===== src/hw/rtl/hsc_pkg.sv =====
`timescale 1ns / 1ps

package hsc_pkg;

  localparam int unsigned HSC_ROUNDS = 6;
  localparam int unsigned HSC_QBITS = 8;
  localparam int unsigned HSC_LANES = 3;

  localparam logic [31:0] HSC_C0 = 32'h7ed55d16;
  localparam logic [31:0] HSC_C1 = 32'hc761c23c;
  localparam logic [31:0] HSC_C2 = 32'h165667b1;
  localparam logic [31:0] HSC_C3 = 32'hd3a2646c;
  localparam logic [31:0] HSC_C4 = 32'hfd7046c5;
  localparam logic [31:0] HSC_C5 = 32'hb55a4f09;

  // 0.15 and 0.75 intensity, 0.1 alpha, greys 1.0 / 0.2 / 0.66, all as trunc(v*255)
  localparam logic [7:0] HSC_K_STATIC = 8'd38;
  localparam logic [7:0] HSC_K_DYNAMIC = 8'd191;
  localparam logic [7:0] HSC_GREY_FULL = 8'd255;
  localparam logic [7:0] HSC_ALPHA_SENSOR = 8'd25;
  localparam logic [7:0] HSC_GREY_SLEEP = 8'd51;
  localparam logic [7:0] HSC_GREY_DROWSY = 8'd168;
  localparam logic [7:0] HSC_ALPHA_OPAQUE = 8'd255;

  typedef enum logic [1:0] {
    KIND_SENSOR,
    KIND_SLEEP,
    KIND_DROWSY,
    KIND_HASH
  } hsc_kind_t;

  // side-band that travels with each beat down the chain
  typedef struct packed {
    hsc_kind_t  kind;
    logic [7:0] k;
    logic       flat;
  } hsc_tok_t;

  typedef logic [HSC_LANES-1:0][15:0] hsc_rem_t;
  typedef logic [HSC_LANES-1:0][7:0]  hsc_quo_t;

  function automatic logic [31:0] hsc_mix_round(input int unsigned rnd, input logic [31:0] a);
    logic [31:0] res;
    case (rnd)
      0: res = (a + HSC_C0) + (a << 12);
      1: res = (a ^ HSC_C1) ^ (a >> 19);
      2: res = (a + HSC_C2) + (a << 5);
      3: res = (a + HSC_C3) ^ (a << 9);
      4: res = (a + HSC_C4) + (a << 3);
      5: res = (a ^ HSC_C5) ^ (a >> 16);
      default: res = a;
    endcase
    return res;
  endfunction

endpackage


===== src/hw/rtl/hashed_shape_color.sv =====
`timescale 1ns / 1ps

// Debug colour for one physics object, fully pipelined.
//
// Input beat: start high while busy is low takes in_object_id and the status
// flags. busy is high only while rst_n is low, so a new beat may be given in
// every cycle: one beat per clock, sustained.
// Result beat: out_valid is high for one cycle with out_red/green/blue/alpha;
// it rises once the beat has passed every cell of the chain below. The
// receiver cannot stall; every result is taken at the end of its cycle.
// The chain holds six hash cells (one mixing round each), one
// min/max and scaling cell, eight divide cells (one quotient bit each, three
// lanes side by side) and the output register.
// Config: cfg_we writes cfg_wdata into the drowsy idle-time threshold;
// change it only when no beat is in flight.
// Reset (synchronous, rst_n low) empties the chain and sets the threshold
// to all ones, so nothing shows as drowsy until it is written.
module hashed_shape_color
  import hsc_pkg::*;
(
  input  logic        clk,
  input  logic        rst_n,
  input  logic        start,
  output logic        busy,
  input  logic [31:0] in_object_id,
  input  logic        in_is_sensor,
  input  logic        in_is_sleeping,
  input  logic [31:0] in_idle_time,
  input  logic        in_is_static,
  input  logic        cfg_we,
  input  logic [31:0] cfg_wdata,
  output logic        out_valid,
  output logic [7:0]  out_red,
  output logic [7:0]  out_green,
  output logic [7:0]  out_blue,
  output logic [7:0]  out_alpha
);

  logic [31:0] thr_r;

  // hash chain: index 0 is the entry point, index HSC_ROUNDS the last cell
  logic     [HSC_ROUNDS:0]       mix_vld;
  logic     [HSC_ROUNDS:0][31:0] mix_hash;
  hsc_tok_t [HSC_ROUNDS:0]       mix_tok;
  hsc_tok_t                      entry_tok;

  // divide chain: index 0 fed by the span cell
  logic     [HSC_QBITS:0]      div_vld;
  logic     [HSC_QBITS:0][7:0] div_span;
  hsc_rem_t [HSC_QBITS:0]      div_rem;
  hsc_quo_t [HSC_QBITS:0]      div_quo;
  hsc_tok_t [HSC_QBITS:0]      div_tok;

  hsc_tok_t   last_tok;
  hsc_quo_t   last_quo;
  logic [7:0] red_nxt, green_nxt, blue_nxt, alpha_nxt;

  logic       out_valid_r;
  logic [7:0] red_r, green_r, blue_r, alpha_r;

  assign busy = !rst_n;

  always_ff @(posedge clk) begin
    if (!rst_n) begin
      thr_r <= '1;
    end else if (cfg_we) begin
      thr_r <= cfg_wdata;
    end
  end

  // classify on entry; priority is sensor, sleeping, drowsy, hashed
  always_comb begin
    entry_tok.flat = 1'b0;
    entry_tok.k    = in_is_static ? HSC_K_STATIC : HSC_K_DYNAMIC;
    if (in_is_sensor) begin
      entry_tok.kind = KIND_SENSOR;
    end else if (in_is_sleeping) begin
      entry_tok.kind = KIND_SLEEP;
    end else if (in_idle_time > thr_r) begin
      entry_tok.kind = KIND_DROWSY;
    end else begin
      entry_tok.kind = KIND_HASH;
    end
  end

  assign mix_tok[0]  = entry_tok;
  assign mix_vld[0]  = start && !busy;
  assign mix_hash[0] = in_object_id;

  for (genvar g = 0; g < HSC_ROUNDS; g++) begin : g_mix
    hsc_mix_cell #(
      .ROUND(g)
    ) u_mix (
      .clk     (clk),
      .rst_n   (rst_n),
      .in_vld  (mix_vld[g]),
      .in_hash (mix_hash[g]),
      .in_tok  (mix_tok[g]),
      .out_vld (mix_vld[g+1]),
      .out_hash(mix_hash[g+1]),
      .out_tok (mix_tok[g+1])
    );
  end

  hsc_span_cell u_span (
    .clk     (clk),
    .rst_n   (rst_n),
    .in_vld  (mix_vld[HSC_ROUNDS]),
    .in_hash (mix_hash[HSC_ROUNDS]),
    .in_tok  (mix_tok[HSC_ROUNDS]),
    .out_vld (div_vld[0]),
    .out_span(div_span[0]),
    .out_rem (div_rem[0]),
    .out_tok (div_tok[0])
  );

  assign div_quo[0] = '0;

  // MSB first: cell g settles quotient bit HSC_QBITS-1-g
  for (genvar g = 0; g < HSC_QBITS; g++) begin : g_div
    hsc_div_cell #(
      .BIT(HSC_QBITS - 1 - g)
    ) u_div (
      .clk     (clk),
      .rst_n   (rst_n),
      .in_vld  (div_vld[g]),
      .in_span (div_span[g]),
      .in_rem  (div_rem[g]),
      .in_quo  (div_quo[g]),
      .in_tok  (div_tok[g]),
      .out_vld (div_vld[g+1]),
      .out_span(div_span[g+1]),
      .out_rem (div_rem[g+1]),
      .out_quo (div_quo[g+1]),
      .out_tok (div_tok[g+1])
    );
  end

  assign last_tok = div_tok[HSC_QBITS];
  assign last_quo = div_quo[HSC_QBITS];

  always_comb begin
    alpha_nxt = HSC_ALPHA_OPAQUE;
    case (last_tok.kind)
      KIND_SENSOR: begin
        red_nxt   = HSC_GREY_FULL;
        green_nxt = HSC_GREY_FULL;
        blue_nxt  = HSC_GREY_FULL;
        alpha_nxt = HSC_ALPHA_SENSOR;
      end
      KIND_SLEEP: begin
        red_nxt   = HSC_GREY_SLEEP;
        green_nxt = HSC_GREY_SLEEP;
        blue_nxt  = HSC_GREY_SLEEP;
      end
      KIND_DROWSY: begin
        red_nxt   = HSC_GREY_DROWSY;
        green_nxt = HSC_GREY_DROWSY;
        blue_nxt  = HSC_GREY_DROWSY;
      end
      default: begin
        // all three bytes equal: no span to stretch, show pure red at K
        if (last_tok.flat) begin
          red_nxt   = last_tok.k;
          green_nxt = '0;
          blue_nxt  = '0;
        end else begin
          red_nxt   = last_quo[0];
          green_nxt = last_quo[1];
          blue_nxt  = last_quo[2];
        end
      end
    endcase
  end

  always_ff @(posedge clk) begin
    if (!rst_n) begin
      out_valid_r <= 1'b0;
    end else begin
      out_valid_r <= div_vld[HSC_QBITS];
    end
  end

  always_ff @(posedge clk) begin
    red_r   <= red_nxt;
    green_r <= green_nxt;
    blue_r  <= blue_nxt;
    alpha_r <= alpha_nxt;
  end

  assign out_valid = out_valid_r;
  assign out_red   = red_r;
  assign out_green = green_r;
  assign out_blue  = blue_r;
  assign out_alpha = alpha_r;

endmodule


===== src/hw/rtl/hsc_mix_cell.sv =====
`timescale 1ns / 1ps

module hsc_mix_cell
  import hsc_pkg::*;
#(
  parameter int unsigned ROUND = 0
) (
  input  logic        clk,
  input  logic        rst_n,
  input  logic        in_vld,
  input  logic [31:0] in_hash,
  input  hsc_tok_t    in_tok,
  output logic        out_vld,
  output logic [31:0] out_hash,
  output hsc_tok_t    out_tok
);

  logic        vld_r;
  logic [31:0] hash_r;
  logic [31:0] hash_nxt;
  hsc_tok_t    tok_r;

  assign hash_nxt = hsc_mix_round(ROUND, in_hash);

  always_ff @(posedge clk) begin
    if (!rst_n) begin
      vld_r <= 1'b0;
    end else begin
      vld_r <= in_vld;
    end
  end

  always_ff @(posedge clk) begin
    hash_r <= hash_nxt;
    tok_r  <= in_tok;
  end

  assign out_vld  = vld_r;
  assign out_hash = hash_r;
  assign out_tok  = tok_r;

endmodule


===== src/hw/rtl/hsc_span_cell.sv =====
`timescale 1ns / 1ps

module hsc_span_cell
  import hsc_pkg::*;
(
  input  logic        clk,
  input  logic        rst_n,
  input  logic        in_vld,
  input  logic [31:0] in_hash,
  input  hsc_tok_t    in_tok,
  output logic        out_vld,
  output logic [7:0]  out_span,
  output hsc_rem_t    out_rem,
  output hsc_tok_t    out_tok
);

  logic [HSC_LANES-1:0][7:0] chan;
  logic [7:0] mx;
  logic [7:0] mn;
  logic [7:0] span_nxt;
  hsc_rem_t   rem_nxt;
  hsc_tok_t   tok_nxt;

  logic       vld_r;
  logic [7:0] span_r;
  hsc_rem_t   rem_r;
  hsc_tok_t   tok_r;

  always_comb begin
    chan[0] = in_hash[7:0];
    chan[1] = in_hash[15:8];
    chan[2] = in_hash[23:16];
    mx = (chan[0] > chan[1]) ? chan[0] : chan[1];
    mx = (mx > chan[2]) ? mx : chan[2];
    mn = (chan[0] < chan[1]) ? chan[0] : chan[1];
    mn = (mn < chan[2]) ? mn : chan[2];
    span_nxt = mx - mn;
    for (int i = 0; i < HSC_LANES; i++) begin
      rem_nxt[i] = 16'(chan[i] - mn) * 16'(in_tok.k);
    end
    tok_nxt = in_tok;
    tok_nxt.flat = (mx == mn);
  end

  always_ff @(posedge clk) begin
    if (!rst_n) begin
      vld_r <= 1'b0;
    end else begin
      vld_r <= in_vld;
    end
  end

  always_ff @(posedge clk) begin
    span_r <= span_nxt;
    rem_r  <= rem_nxt;
    tok_r  <= tok_nxt;
  end

  assign out_vld  = vld_r;
  assign out_span = span_r;
  assign out_rem  = rem_r;
  assign out_tok  = tok_r;

endmodule


===== src/hw/rtl/hsc_div_cell.sv =====
`timescale 1ns / 1ps

// One restoring-division step for each colour lane: settles quotient bit BIT.
module hsc_div_cell
  import hsc_pkg::*;
#(
  parameter int unsigned BIT = 7
) (
  input  logic       clk,
  input  logic       rst_n,
  input  logic       in_vld,
  input  logic [7:0] in_span,
  input  hsc_rem_t   in_rem,
  input  hsc_quo_t   in_quo,
  input  hsc_tok_t   in_tok,
  output logic       out_vld,
  output logic [7:0] out_span,
  output hsc_rem_t   out_rem,
  output hsc_quo_t   out_quo,
  output hsc_tok_t   out_tok
);

  logic [15:0] dvs;
  hsc_rem_t    rem_nxt;
  hsc_quo_t    quo_nxt;

  logic        vld_r;
  logic [7:0]  span_r;
  hsc_rem_t    rem_r;
  hsc_quo_t    quo_r;
  hsc_tok_t    tok_r;

  always_comb begin
    dvs = 16'(in_span) << BIT;
    for (int i = 0; i < HSC_LANES; i++) begin
      if (in_rem[i] >= dvs) begin
        rem_nxt[i] = in_rem[i] - dvs;
        quo_nxt[i] = in_quo[i] | (8'd1 << BIT);
      end else begin
        rem_nxt[i] = in_rem[i];
        quo_nxt[i] = in_quo[i];
      end
    end
  end

  always_ff @(posedge clk) begin
    if (!rst_n) begin
      vld_r <= 1'b0;
    end else begin
      vld_r <= in_vld;
    end
  end

  always_ff @(posedge clk) begin
    span_r <= in_span;
    rem_r  <= rem_nxt;
    quo_r  <= quo_nxt;
    tok_r  <= in_tok;
  end

  assign out_vld  = vld_r;
  assign out_span = span_r;
  assign out_rem  = rem_r;
  assign out_quo  = quo_r;
  assign out_tok  = tok_r;

endmodule


===== config.mk =====
export PLATFORM = sky130hd
export DESIGN_NAME = hashed_shape_color
export DESIGN_NICKNAME = d
export VERILOG_FILES = /design/src/hw/rtl/hsc_pkg.sv /design/src/hw/rtl/hashed_shape_color.sv /design/src/hw/rtl/hsc_mix_cell.sv /design/src/hw/rtl/hsc_span_cell.sv /design/src/hw/rtl/hsc_div_cell.sv
export SDC_FILE = /design/constraint.sdc
export NUM_CORES = 2
export LEC_CHECK = 0
export BUFFER_PORTS_ARGS = -buffer_cell sky130_fd_sc_hd__buf_4
export CAP_MARGIN = 20
export CORE_UTILIZATION = 30
export CTS_CLUSTER_DIAMETER = 40
export DETAILED_ROUTE_END_ITERATION = 16
export HOLD_SLACK_MARGIN = 0.1
export PLACE_DENSITY = 0.49
export SYNTH_ARGS = -nofsm -noshare
export SYNTH_HDL_FRONTEND = slang
export SYNTH_HIERARCHICAL = 1
export SYNTH_SLANG_ARGS = --single-unit

===== constraint.sdc =====
create_clock -name clk -period 21 [get_ports clk]
set_input_delay 4.2 -clock clk [delete_from_list [all_inputs] [get_ports clk]]
set_output_delay 4.2 -clock clk [all_outputs]
set_load 0.01 [all_outputs]

==> results.md <==
- Reg-to-reg critical path endpoint: u_span/out_rem[15]$_DFF_P_
- Number of antenna violations at the first check in global routing: 4
- Critical-path maximum fanout: 15
- Worst endpoint required time: 21.60 ns
- Met2 track demand over resource in global routing: 23.8%
- Max Transition Viols Final: 0
- Highest-utilization routing layer at the global route stage: met2
- Number of buffers inserted to repair setup after CTS: 0
- Number of levels the H-tree was split into: 4
- Cell Area, Synth: 54300 um2
- Starting density of the core: 30.3%
- Number of gates given a new drive strength after cts: 0
- Input/output buffers: 133
- Core Region: 179000 um2
- Final critical-path required period: 10.33 ns
- Core Rows: 155
- Hold endpoint: g_div[1].u_div/out_tok[5]$_DFF_P_
- Length of the first detailed-routing pass in iterations: 5
- CTS Buf Count: 169
- Wire length of the first global-routing pass: 207 mm
- Total of warnings raised by yosys: 6
- Crit end category: register
- Number of hold-slack violations in the final timing report: 0
- Detailed Route Iter0 Violations: 1803
- Syn Inst Count: 5566
- Antenna viol nets, final: 0
- Slew at the pin with the worst max-slew slack: 1.07 ns
- Layout cell share with drive strength beyond 1: 11.7%
- Critical Path Max Stage Delay: 0.79 ns
- Reg clk slew, reported paths: 0.06 ns
- Clock tree from TritonCTS: built
- Post-DR wirelength/cell: 15.6 um
- Depth of the most critical reg-to-reg path: 34
- Routed WL: 129 mm
- Setup TNS Final: 0 ns
- Horizontal die dimension: 427 um
- Gp weighted congestion: 0.888
- Number of instances in the placed design: 7978
- Setup slack of the most critical reg-to-reg path: 10.67 ns
- Max Fclk: 96.8 MHz
- Remaining global-route overflow: 0
- Finished Layout Cells: 8293
- Number of placed I/O pins: 137
- Mean number of vias per cell: 4.59
- Worst slew slack as a fraction of its limit: 28.5%
- Nets: 6612
- Layout filler cell count: 18100
- Met1 Use GR: 18.0%
- GRT Util Overall: 14.2%
- WP data arrival: 10.93 ns
- Sink count of the clock tree: 1056
- CTS Root Buffer Type: clkbuf_16
- Vertical die dimension: 427 um
- Crit Path Class: register to register
- Total DRC errors in the routed layout: 0
- Post-Syn Area per Cell: 9.75 um2
- Die footprint: 183000 um2
- Met3 capacity usage during global routing: 2.42%
- Number of vias in the routed layout: 38000
- Clock tree buffer depth: 3
- RSZ-0062 raised after global routing: false
- Number of failing setup endpoints in the final timing report: 0
- Hold Crit Depth: 0
- Via count of the first global-routing pass: 38400
- Final Cycle Share: 49.2%
- Half-perimeter wire length after placement: 102 mm
- Insertion delay of the later-clocked pin in the worst-skew pair: 0.81 ns
- Hold-fix buffer count after cts: 0
- Worst-case clock skew: 0.0727 ns
- Status: finished clean
- Worst Min Path Start: g_div[0].u_div/out_tok[5]$_DFF_P_
- P&R area growth vs syn: 17.8%
- Max-cap viol count: 0
- Largest net degree at the start of global routing: 64
- Cell type of the slowest stage on the worst timing path: o32ai_4
- Critical register-to-register path startpoint: g_mix[5].u_mix/out_hash[14]$_DFF_P_
- Hold Path Class: register to register
- Startpoint type of the worst setup path: register
## worst max-delay path, delay by kind of cell, from the launching register on
family,cells,cell delay (ns)
adders and majority gates,8,3.39
AOI/OAI and AO/OA,12,3.28
and+or+nand+nor,5,1.43
muxes,2,1.04
DFF,1,0.38
xor gates and xnor gates,2,0.30
buffers and inverters,5,0.28
## worst max-delay path by stage
stage	start	to	cells past startpoint
after global routing	g_mix[5].u_mix/out_hash[14]$_DFF_P_	u_span/out_rem[31]$_DFF_P_	35
after CTS	g_mix[5].u_mix/out_hash[14]$_DFF_P_	u_span/out_rem[15]$_DFF_P_	35
after global placement	g_mix[5].u_mix/out_hash[14]$_DFF_P_	u_span/out_rem[47]$_DFF_P_	37
final	g_mix[5].u_mix/out_hash[14]$_DFF_P_	u_span/out_rem[15]$_DFF_P_	34
after detailed placement	g_mix[5].u_mix/out_hash[9]$_DFF_P_	u_span/out_rem[47]$_DFF_P_	34
after floorplan	g_mix[5].u_mix/out_hash[9]$_DFF_P_	u_span/out_rem[47]$_DFF_P_	38
## per-stage QoR
| stage | setup slack, ns | cell area, um2 | hold WS [ns] | util (%) |
|---|---|---|---|---|
| after global routing | 9.66 | 63900 | 0.295 | 35.7 |
| after global placement | 10.76 | 57800 | 0.310 | 32.3 |
| after CTS | 10.67 | 63900 | 0.276 | 35.7 |
| after floorplan | 11.97 | 54400 | 0.310 | - |
| final | 10.67 | 63900 | 0.279 | 35.7 |
| after detailed placement | 10.67 | 57800 | 0.312 | 32.3 |
## final cells by class
class / count / area (um2) / share of cell area (%)
multi-input combinational: 3740 / 30100 / 47.0
sequential: 1056 / 21100 / 33.1
clock buffer: 191 / 4450 / 6.96
tap: 2355 / 2950 / 4.61
inverter: 678 / 2540 / 3.98
clock inverter: 121 / 1670 / 2.61
timing repair buffer: 150 / 1130 / 1.77
antenna: 2 / 5.00 / 0.00783
## placed cells by master, fill, tap and decap left out, types with 61 or more instances in the layout
master	count
buf_4	149
and2_1	102
xor2_1	134
fa_1	190
inv_1	677
mux2_2	66
ha_1	524
nor3_1	103
nor2_1	298
a21o_1	77
a21oi_1	262
o21ai_0	209
o21a_1	61
nand3_1	65
xnor2_1	233
clkbuf_16	169
nand2_1	408
dfxtp_1	1056
## layer usage
layer / part of all wire (%) / vias to the layer above
li1: - / 19500
met1: 46 / 17600
met2: 47 / 648
met3: 3.4 / 241
met4: 3.3 / 0
met5: 0 / -
## sequential cells by signal, summed over array words and instances (netlist names), 6 cells and up
name                  cells
g_div.u_div/out_quo     192
g_div.u_div/out_rem     336
g_div.u_div/out_span     56
g_div.u_div/out_tok      88
g_div.u_div/out_vld       8
g_mix.u_mix/out_hash    184
g_mix.u_mix/out_tok      60
g_mix.u_mix/out_vld       6
out_blue                  8
out_green                 8
out_red                   8
thr_r                    32
u_span/out_rem           48
u_span/out_span           8
u_span/out_tok           11
Power is not shown: default switching activity piles up to over one toggle a cycle in this logic, so the estimate is an artifact.
